$ cat src/rtl/ckh_pkg.sv
// ----------------------------------------------------------------------------
// ckh_pkg
// Types and constants shared by the cuckoo hash table modules.
// ----------------------------------------------------------------------------
`default_nettype none

package ckh_pkg;

    localparam int KEY_W  = 31;
    localparam int TS_W   = 11;
    localparam int SLOT_W = 10;
    localparam int STAT_W = 3;
    localparam int DCNT_W = 5;

    // entry word: valid bit over key
    localparam int ENTRY_W = KEY_W + 1;

    localparam logic OP_INSERT = 1'b0;
    localparam logic OP_LOOKUP = 1'b1;

    localparam logic [STAT_W-1:0] ST_INSERTED  = 3'd0;
    localparam logic [STAT_W-1:0] ST_PRESENT   = 3'd1;
    localparam logic [STAT_W-1:0] ST_FOUND     = 3'd2;
    localparam logic [STAT_W-1:0] ST_NOT_FOUND = 3'd3;
    localparam logic [STAT_W-1:0] ST_FULL      = 3'd4;
    localparam logic [STAT_W-1:0] ST_CYCLE     = 3'd5;

    localparam logic [DCNT_W-1:0] DIV_LAST = 5'(KEY_W - 1);

    typedef struct packed {
        logic             opcode;
        logic [KEY_W-1:0] key;
    } in_item_t;

    typedef struct packed {
        logic [STAT_W-1:0] status;
        logic              which_table;
        logic [SLOT_W-1:0] slot;
        logic [KEY_W-1:0]  dropped_key;
    } out_item_t;

    typedef enum logic [2:0] {
        S_CLEAR,
        S_IDLE,
        S_KICK,
        S_HASH0,
        S_HASH1,
        S_READ,
        S_EVAL,
        S_RESULT
    } state_t;

    typedef struct packed {
        logic              clear;
        logic              load;
        logic              div_start;
        logic              div_src;
        logic              save_p0;
        logic              save_p1;
        logic              rd;
        logic              step_write;
        logic              count_inc;
        logic              result;
        logic [STAT_W-1:0] code;
    } cmd_t;

    typedef struct packed {
        logic clear_last;
        logic div_done;
        logic op;
        logic in0;
        logic in1;
        logic full;
        logic moves_done;
        logic cur_valid;
        logic out_free;
    } sts_t;

endpackage

`default_nettype wire

$ cat src/rtl/ckh_ctrl.sv
// ----------------------------------------------------------------------------
// ckh_ctrl
// Controller: clearing pass, hash sequencing and the displacement chain.
// ----------------------------------------------------------------------------
`default_nettype none

module ckh_ctrl (
    input  wire logic          clk,
    input  wire logic          rst_n,
    input  wire logic          in_valid,
    output logic               in_ready,
    input  wire ckh_pkg::sts_t sts,
    output ckh_pkg::cmd_t      cmd
);

    import ckh_pkg::*;

    state_t            state_reg;
    state_t            state_next;
    logic              chain_reg;
    logic              chain_next;
    logic [STAT_W-1:0] code_reg;
    logic [STAT_W-1:0] code_next;

    always_ff @(posedge clk or negedge rst_n)
    begin
        if (!rst_n)
        begin
            state_reg <= S_CLEAR;
            chain_reg <= 1'b0;
            code_reg  <= ST_INSERTED;
        end
        else
        begin
            state_reg <= state_next;
            chain_reg <= chain_next;
            code_reg  <= code_next;
        end
    end

    always_comb
    begin
        state_next = state_reg;
        chain_next = chain_reg;
        code_next  = code_reg;
        in_ready   = 1'b0;
        cmd        = '0;
        cmd.code   = code_reg;
        case (state_reg)
            S_CLEAR:
            begin
                cmd.clear = 1'b1;
                if (sts.clear_last)
                begin
                    state_next = S_IDLE;
                end
            end
            S_IDLE:
            begin
                in_ready = 1'b1;
                if (in_valid)
                begin
                    cmd.load   = 1'b1;
                    chain_next = 1'b0;
                    state_next = S_KICK;
                end
            end
            S_KICK:
            begin
                cmd.div_start = 1'b1;
                state_next    = S_HASH0;
            end
            S_HASH0:
            begin
                if (sts.div_done)
                begin
                    cmd.save_p0   = 1'b1;
                    cmd.div_start = 1'b1;
                    cmd.div_src   = 1'b1;
                    state_next    = S_HASH1;
                end
            end
            S_HASH1:
            begin
                if (sts.div_done)
                begin
                    cmd.save_p1 = 1'b1;
                    state_next  = S_READ;
                end
            end
            S_READ:
            begin
                cmd.rd     = 1'b1;
                state_next = S_EVAL;
            end
            S_EVAL:
            begin
                state_next = S_RESULT;
                if (!chain_reg && sts.op == OP_LOOKUP)
                begin
                    code_next = (sts.in0 || sts.in1) ? ST_FOUND : ST_NOT_FOUND;
                end
                else if (!chain_reg && sts.full)
                begin
                    code_next = ST_FULL;
                end
                else if (!chain_reg && (sts.in0 || sts.in1))
                begin
                    code_next = ST_PRESENT;
                end
                else if (sts.moves_done)
                begin
                    code_next = ST_CYCLE;
                end
                else if (!sts.cur_valid)
                begin
                    cmd.step_write = 1'b1;
                    cmd.count_inc  = 1'b1;
                    code_next      = ST_INSERTED;
                end
                else
                begin
                    // evict and carry the old key to the other table
                    cmd.step_write = 1'b1;
                    chain_next     = 1'b1;
                    state_next     = S_KICK;
                end
            end
            S_RESULT:
            begin
                if (sts.out_free)
                begin
                    cmd.result = 1'b1;
                    state_next = S_IDLE;
                end
            end
            default:
            begin
                state_next = S_IDLE;
            end
        endcase
    end

endmodule

`default_nettype wire

$ cat config.mk
export PLATFORM = sky130hd
export DESIGN_NAME = ckh_ctrl
export DESIGN_NICKNAME = d
export VERILOG_FILES = /design/src/rtl/ckh_pkg.sv /design/src/rtl/ckh_ctrl.sv
export SDC_FILE = /design/constraint.sdc
export NUM_CORES = 1
export LEC_CHECK = 0
export BUFFER_PORTS_ARGS = -buffer_cell sky130_fd_sc_hd__clkbuf_2
export CAP_MARGIN = 20
export CORE_MARGIN = 2
export CORE_UTILIZATION = 40
export DETAILED_ROUTE_END_ITERATION = 8
export PLACE_DENSITY = 0.69
export SLEW_MARGIN = 10
export SYNTH_ARGS = -nofsm -noshare
export SYNTH_HDL_FRONTEND = slang
export SYNTH_SLANG_ARGS = --single-unit
$ cat constraint.sdc
create_clock -name clk -period 3.75 [get_ports clk]
set_input_delay 0.9375 -clock clk [delete_from_list [all_inputs] [get_ports clk]]
set_output_delay 0.9375 -clock clk [all_outputs]
set_load 0.005 [all_outputs]
== After elaboration in Yosys (flattened, before gate mapping) ==
Cells that the tools add are included.

* Equal/unequal tests: 18
* Multiplexer cells: 42
* Reductions and logical operators: 10

{| class="wikitable"
|+ Operator list
! cell !! number
|-
| 2-to-1 mux 3 bit || 16
|-
| case mux 3 bit (8 select lines) || 1
|-
| inequality test 2 bit (second input constant) || 10
|-
| 2-to-1 mux 1 bit || 17
|-
| == test 3 bit (second input constant) || 4
|-
| 2-to-1 mux 2 bit || 6
|-
| AND reduction 7 bit || 1
|-
| == test 3 x 2 -> 1 bit (second input constant) || 2
|-
| inequality test 5 x 1 -> 1 bit (second input constant) || 1
|-
| AND reduction 5 bit || 1
|-
| case mux 1 bit (2 select lines) || 2
|-
| == test 3 x 1 -> 1 bit (second input constant) || 1
|-
| logical AND 1 bit || 3
|-
| logical NOT 3 bit || 1
|-
| AND reduction 2 bit || 1
|-
| nonzero test 2 bit || 1
|-
| logical NOT 1 bit || 1
|-
| logical OR 1 bit || 1
|}

* Register bits after elaboration: 7
* Bits of input ports: 12
* Output and inout port bits: 14
* Logic and storage cells: 73

== Logic depth before layout (Yosys ltp) ==
* Word-level depth: 6
* Mapped depth: 6
* Depth with buffers taken out: 4

== Least setup slack after synthesis ==
No wires, ideal clock.

* Path kind: input-to-output
* Start point: input sts[4] in the netlist's numbering
* End point: output cmd[4] in the netlist's numbering
* Arrival: 1.600 ns
* Required time: 2.812 ns
* Path slack: 1.212 ns
* Stages on the path: 3
* Buffers on the path: 0
* Path through: nor4_4 -> nor2_1 -> nor4_1

{| class="wikitable"
|+ RTL lines
! item !! RTL line !! text
|-
| start, declared || ckh_ctrl.sv:12 || <nowiki>input wire ckh_pkg::sts_t sts,</nowiki>
|-
| end, declared || ckh_ctrl.sv:13 || <nowiki>output ckh_pkg::cmd_t cmd</nowiki>
|}

==> flow_results.org <==
** Global routing
- Global-route wire length before repair :: 2.06 mm
- The initial antenna violation count was 0.
- Entering global routing, the biggest net connects 17 pins.
- Global routing used 15.0% of the available tracks across all layers.
- Summed over all layers, the global routing overflow is 0.
- Number of global-route vias before repair :: 483

** Synth
- Adder-cell area share of the yosys netlist :: 0%
- The biggest area contributor in the post-synthesis netlist is sky130_fd_sc_hd__dfrtp_1.
- Synthesis inferred 7 register bits.
- During synthesis, Yosys emitted a total of 0 warnings.
- In the synthesized netlist, mux cells make up 11.1% of the area.
- Most used DFF post-synth :: sky130_fd_sc_hd__dfrtp_1
- Summing the areas of all compound-gate instances in the mapped netlist gives 18.6% of the synthesized area.
- Ranked by total cell area, the synthesized netlist is headed by sky130_fd_sc_hd__dfrtp_1 30%, sky130_fd_sc_hd__mux2_4 7.7%, sky130_fd_sc_hd__nor3_1 5.1%, sky130_fd_sc_hd__nand2_1 3.8%, sky130_fd_sc_hd__nor2_1 3.8%.
- In the synthesized netlist, the cells that appear most often are 7 x sky130_fd_sc_hd__dfrtp_1, 6 x sky130_fd_sc_hd__nand2_1, 6 x sky130_fd_sc_hd__nor2_1, 6 x sky130_fd_sc_hd__nor3_1.
- Counting flops with a built-in enable in the synthesized netlist gives 0.
- Xor/xnor cell area share of the yosys netlist :: 0%
- Area share of and/or/nand/nor cells after synthesis :: 32.4%
- Proportion of netlist area held by the largest area contributor :: 29.9%
- The number of nets in the synthesized netlist is 79.
- Summing the sequential cell areas from Yosys gives 29.9% of the chip area.
- Averaged over all synthesized cells, the footprint is 8.76 um^2.
- Syn Inst Count :: 67
- Distinct cell type count of the synthesized netlist :: 32
- Mapped Area :: 587 um^2
- Share of flip-flops with an asynchronous set or reset after synthesis :: 100%
- Most repeated cell in the gate-level netlist after synthesis :: sky130_fd_sc_hd__dfrtp_1
- Main combinational cell family by area after synthesis :: simple AND/OR/NAND/NOR gates

** Setup path
- The worst setup path is captured at an output pin.
- The signal on the critical path passes through clkbuf_2 > nor4_4 > nor2_1 > nor4_1 > clkbuf_2.
- For this run, the slowest stage of the critical path takes 0.33 ns.
- Worst path most repeated cell :: sky130_fd_sc_hd__clkbuf_2
- In this design, the largest share of critical-path delay is due to simple AND/OR/NAND/NOR gates.
- Required time at the worst-slack endpoint :: 2.81 ns
- Buffer and inverter count on the worst path :: 2
- Crit-path slowest cell :: sky130_fd_sc_hd__nor4_4
- Along the worst path, the maximum fanout reaches 3.
- Data arrival at the endpoint of the critical path :: 1.86 ns
- STA classifies the critical path startpoint as an input port.
- The critical path is of the in -> out type.

** Timing
- Measured against its own limit, the worst slew margin works out to 64.8%.
- For the pin with the worst max-slew slack, the measured transition is 0.529 ns.
- The clock arrives with 0.00620 ns of skew.
- Dividing the final minimum period by the clock period gives 74.5%.
- Final hold violations :: 0
- After layout, the minimum clock period comes to 2.79 ns.
- The tightest hold path in the finished design has a slack of 0.507 ns.
- For this run, the top clock speed supported by timing is 358 MHz.
- Setup total negative slack :: 0 ns
- Setup violations remaining at the end of the flow were counted as 0.
- Setup repair after global routing left no endpoint under its margin.
- Count of final max-slew check failures :: 0

** Place
- The count of buffers added on input and output ports is 25.
- After detailed placement, the total cell area comes to 694 um^2.
- The number of placed instances, taps included, is 102.
- Sum of net half-perimeters after detailed placement :: 980 um
- Global placer's final weighted congestion :: 0.750

** Route
- In this run the remaining antenna-violating nets after routing total 0.
- Before antenna repair, the detailed router went through 4 iterations.
- The first routing iteration left 10 violations.
- Using the TritonRoute via totals, the vias-per-cell ratio works out to 5.44.
- For this block, the routed nets add up to 1.25 mm of wire.
- For this run, design rule violations remaining after detail routing come to 0.
- Dividing the detail-routed wire length by the instance count gives 11.8 um.
- Detailed-route via count :: 577

** Clock tree
- The clock drives 7 sinks.
- Counting the buffers created by CTS gives 3.
- In this run the deepest clock path goes through 2 buffers.
- After clock tree synthesis, the setup repair step added 0 buffers.
- CTS built an H-tree with a depth of 1.
- CTS hold repair buffers :: 0
- After clock tree synthesis, the repair step resized 0 gates.
- TritonCTS built the clock tree.
- The later pin in the worst-skew pair is clocked with a latency of 0.25 ns.
- Clock transition at the registers of the reported paths :: 0.06 ns
- Cell chosen for the clock root :: sky130_fd_sc_hd__clkbuf_4

** Status
- Run status :: finished clean

** Floorplan
- The core region is 0.00133 mm^2.
- The die is 42.3 um wide.
- From bottom edge to top edge, the die measures 42.3 um.
- Number of placed I/O pins :: 26
- The initial utilization of the core area, before any placement, comes to 44.0%.
- Std cell rows :: 13
- Total Die Area :: 0.00179 mm^2

** Power and ir drop
- Highest ir drop seen on vdd :: 0.000299 V
- P_leak :: 0.366 nW
- Pwr/cell area :: 697 mW/mm^2

** Finish
- Signed area change from the synthesized netlist to the final layout :: 22.8%
- Number of standard cells in the layout, taps in and fillers out :: 106
- Number of diodes added for antenna fixing :: 0
- The finished cells cover 721 um^2.
- Fraction of layout cells with a size suffix above 1 :: 42.9%
- Number of nets in the layout :: 104

** Flow run
- Across the run, the number of max-cap violations was 0.

** Min path
- In this run the worst hold path is classified as in -> async.
==> cells in the final DEF, fill, tap and decap left out, types with 2 or more instances in the layout <==
cell,count
sky130_fd_sc_hd__inv_2,2
sky130_fd_sc_hd__nand2_1,6
sky130_fd_sc_hd__nor2b_1,2
sky130_fd_sc_hd__o21ai_1,4
sky130_fd_sc_hd__o21ai_0,4
sky130_fd_sc_hd__nand2_2,2
sky130_fd_sc_hd__nor3_1,6
sky130_fd_sc_hd__mux2i_1,2
sky130_fd_sc_hd__clkbuf_4,3
sky130_fd_sc_hd__mux2_4,3
sky130_fd_sc_hd__nor2_1,6
sky130_fd_sc_hd__dfrtp_1,7
sky130_fd_sc_hd__clkbuf_2,25
==> through the flow <==
stage	worst slack [ns]	utilization (%)	power [mW]
finish	0.956	54.0	0.502
global route	0.850	54.0	0.548
CTS	0.936	54.0	0.507
detailed placement	0.938	52.1	0.436
global placement	0.984	52.1	0.431
floorplan	1.21	-	0.379
==> worst reg2reg max path: stages (launching register included) <==
cell	delay [ns]
sky130_fd_sc_hd__dfrtp_1	0.67
sky130_fd_sc_hd__nand3b_4	0.17
sky130_fd_sc_hd__a21oi_2	0.15
sky130_fd_sc_hd__nand2_2	0.12
sky130_fd_sc_hd__mux2_4	0.31
==> report_power, final <==
part,internal (mW),switching (mW)
sequential,0.111,0.0786
clock,0.0406,0.0283
combinational,0.136,0.107
total,0.288,0.214
==> layer usage <==
layer / wire (um) / vias up / track usage [%] / share of wire [%]
li1: - / 293 / - / -
met1: 604 / 263 / 20.8 / 48
met2: 583 / 21 / 21.2 / 47
met3: 59 / 0 / 5.17 / 4.7
met4: 0 / 0 / 5.63 / 0
met5: 0 / - / 0 / 0
==> worst paths after layout <==
check	cells past startpoint	endpoint	from	slack, ns
worst min register to register	1	code_reg[1]	code_reg[1]	0.52
max in group asynchronous	1	state_reg[1]	rst_n	3.08
worst min-delay path	1	code_reg[2]	rst_n	0.51
worst max-delay path	5	cmd[4]	sts[4]	0.96
worst max register to register	4	code_reg[2]	state_reg[1]	2.23
min in group clk	1	code_reg[1]	code_reg[1]	0.52
==> kinds of logic after synthesis <==
group,after synthesis
mux,5
flops,7
buf+inv,8
compound gates,16
simple gates,31
==> final cells by class <==
type / count / area [um^2]
fill: 142 / 613
multi-input combinational: 52 / 364
sequential: 7 / 175
timing repair buffer: 25 / 125
clock buffer: 4 / 26.3
tap: 15 / 18.8
inverter: 3 / 11.3
(Power assumes the default switching activity.)
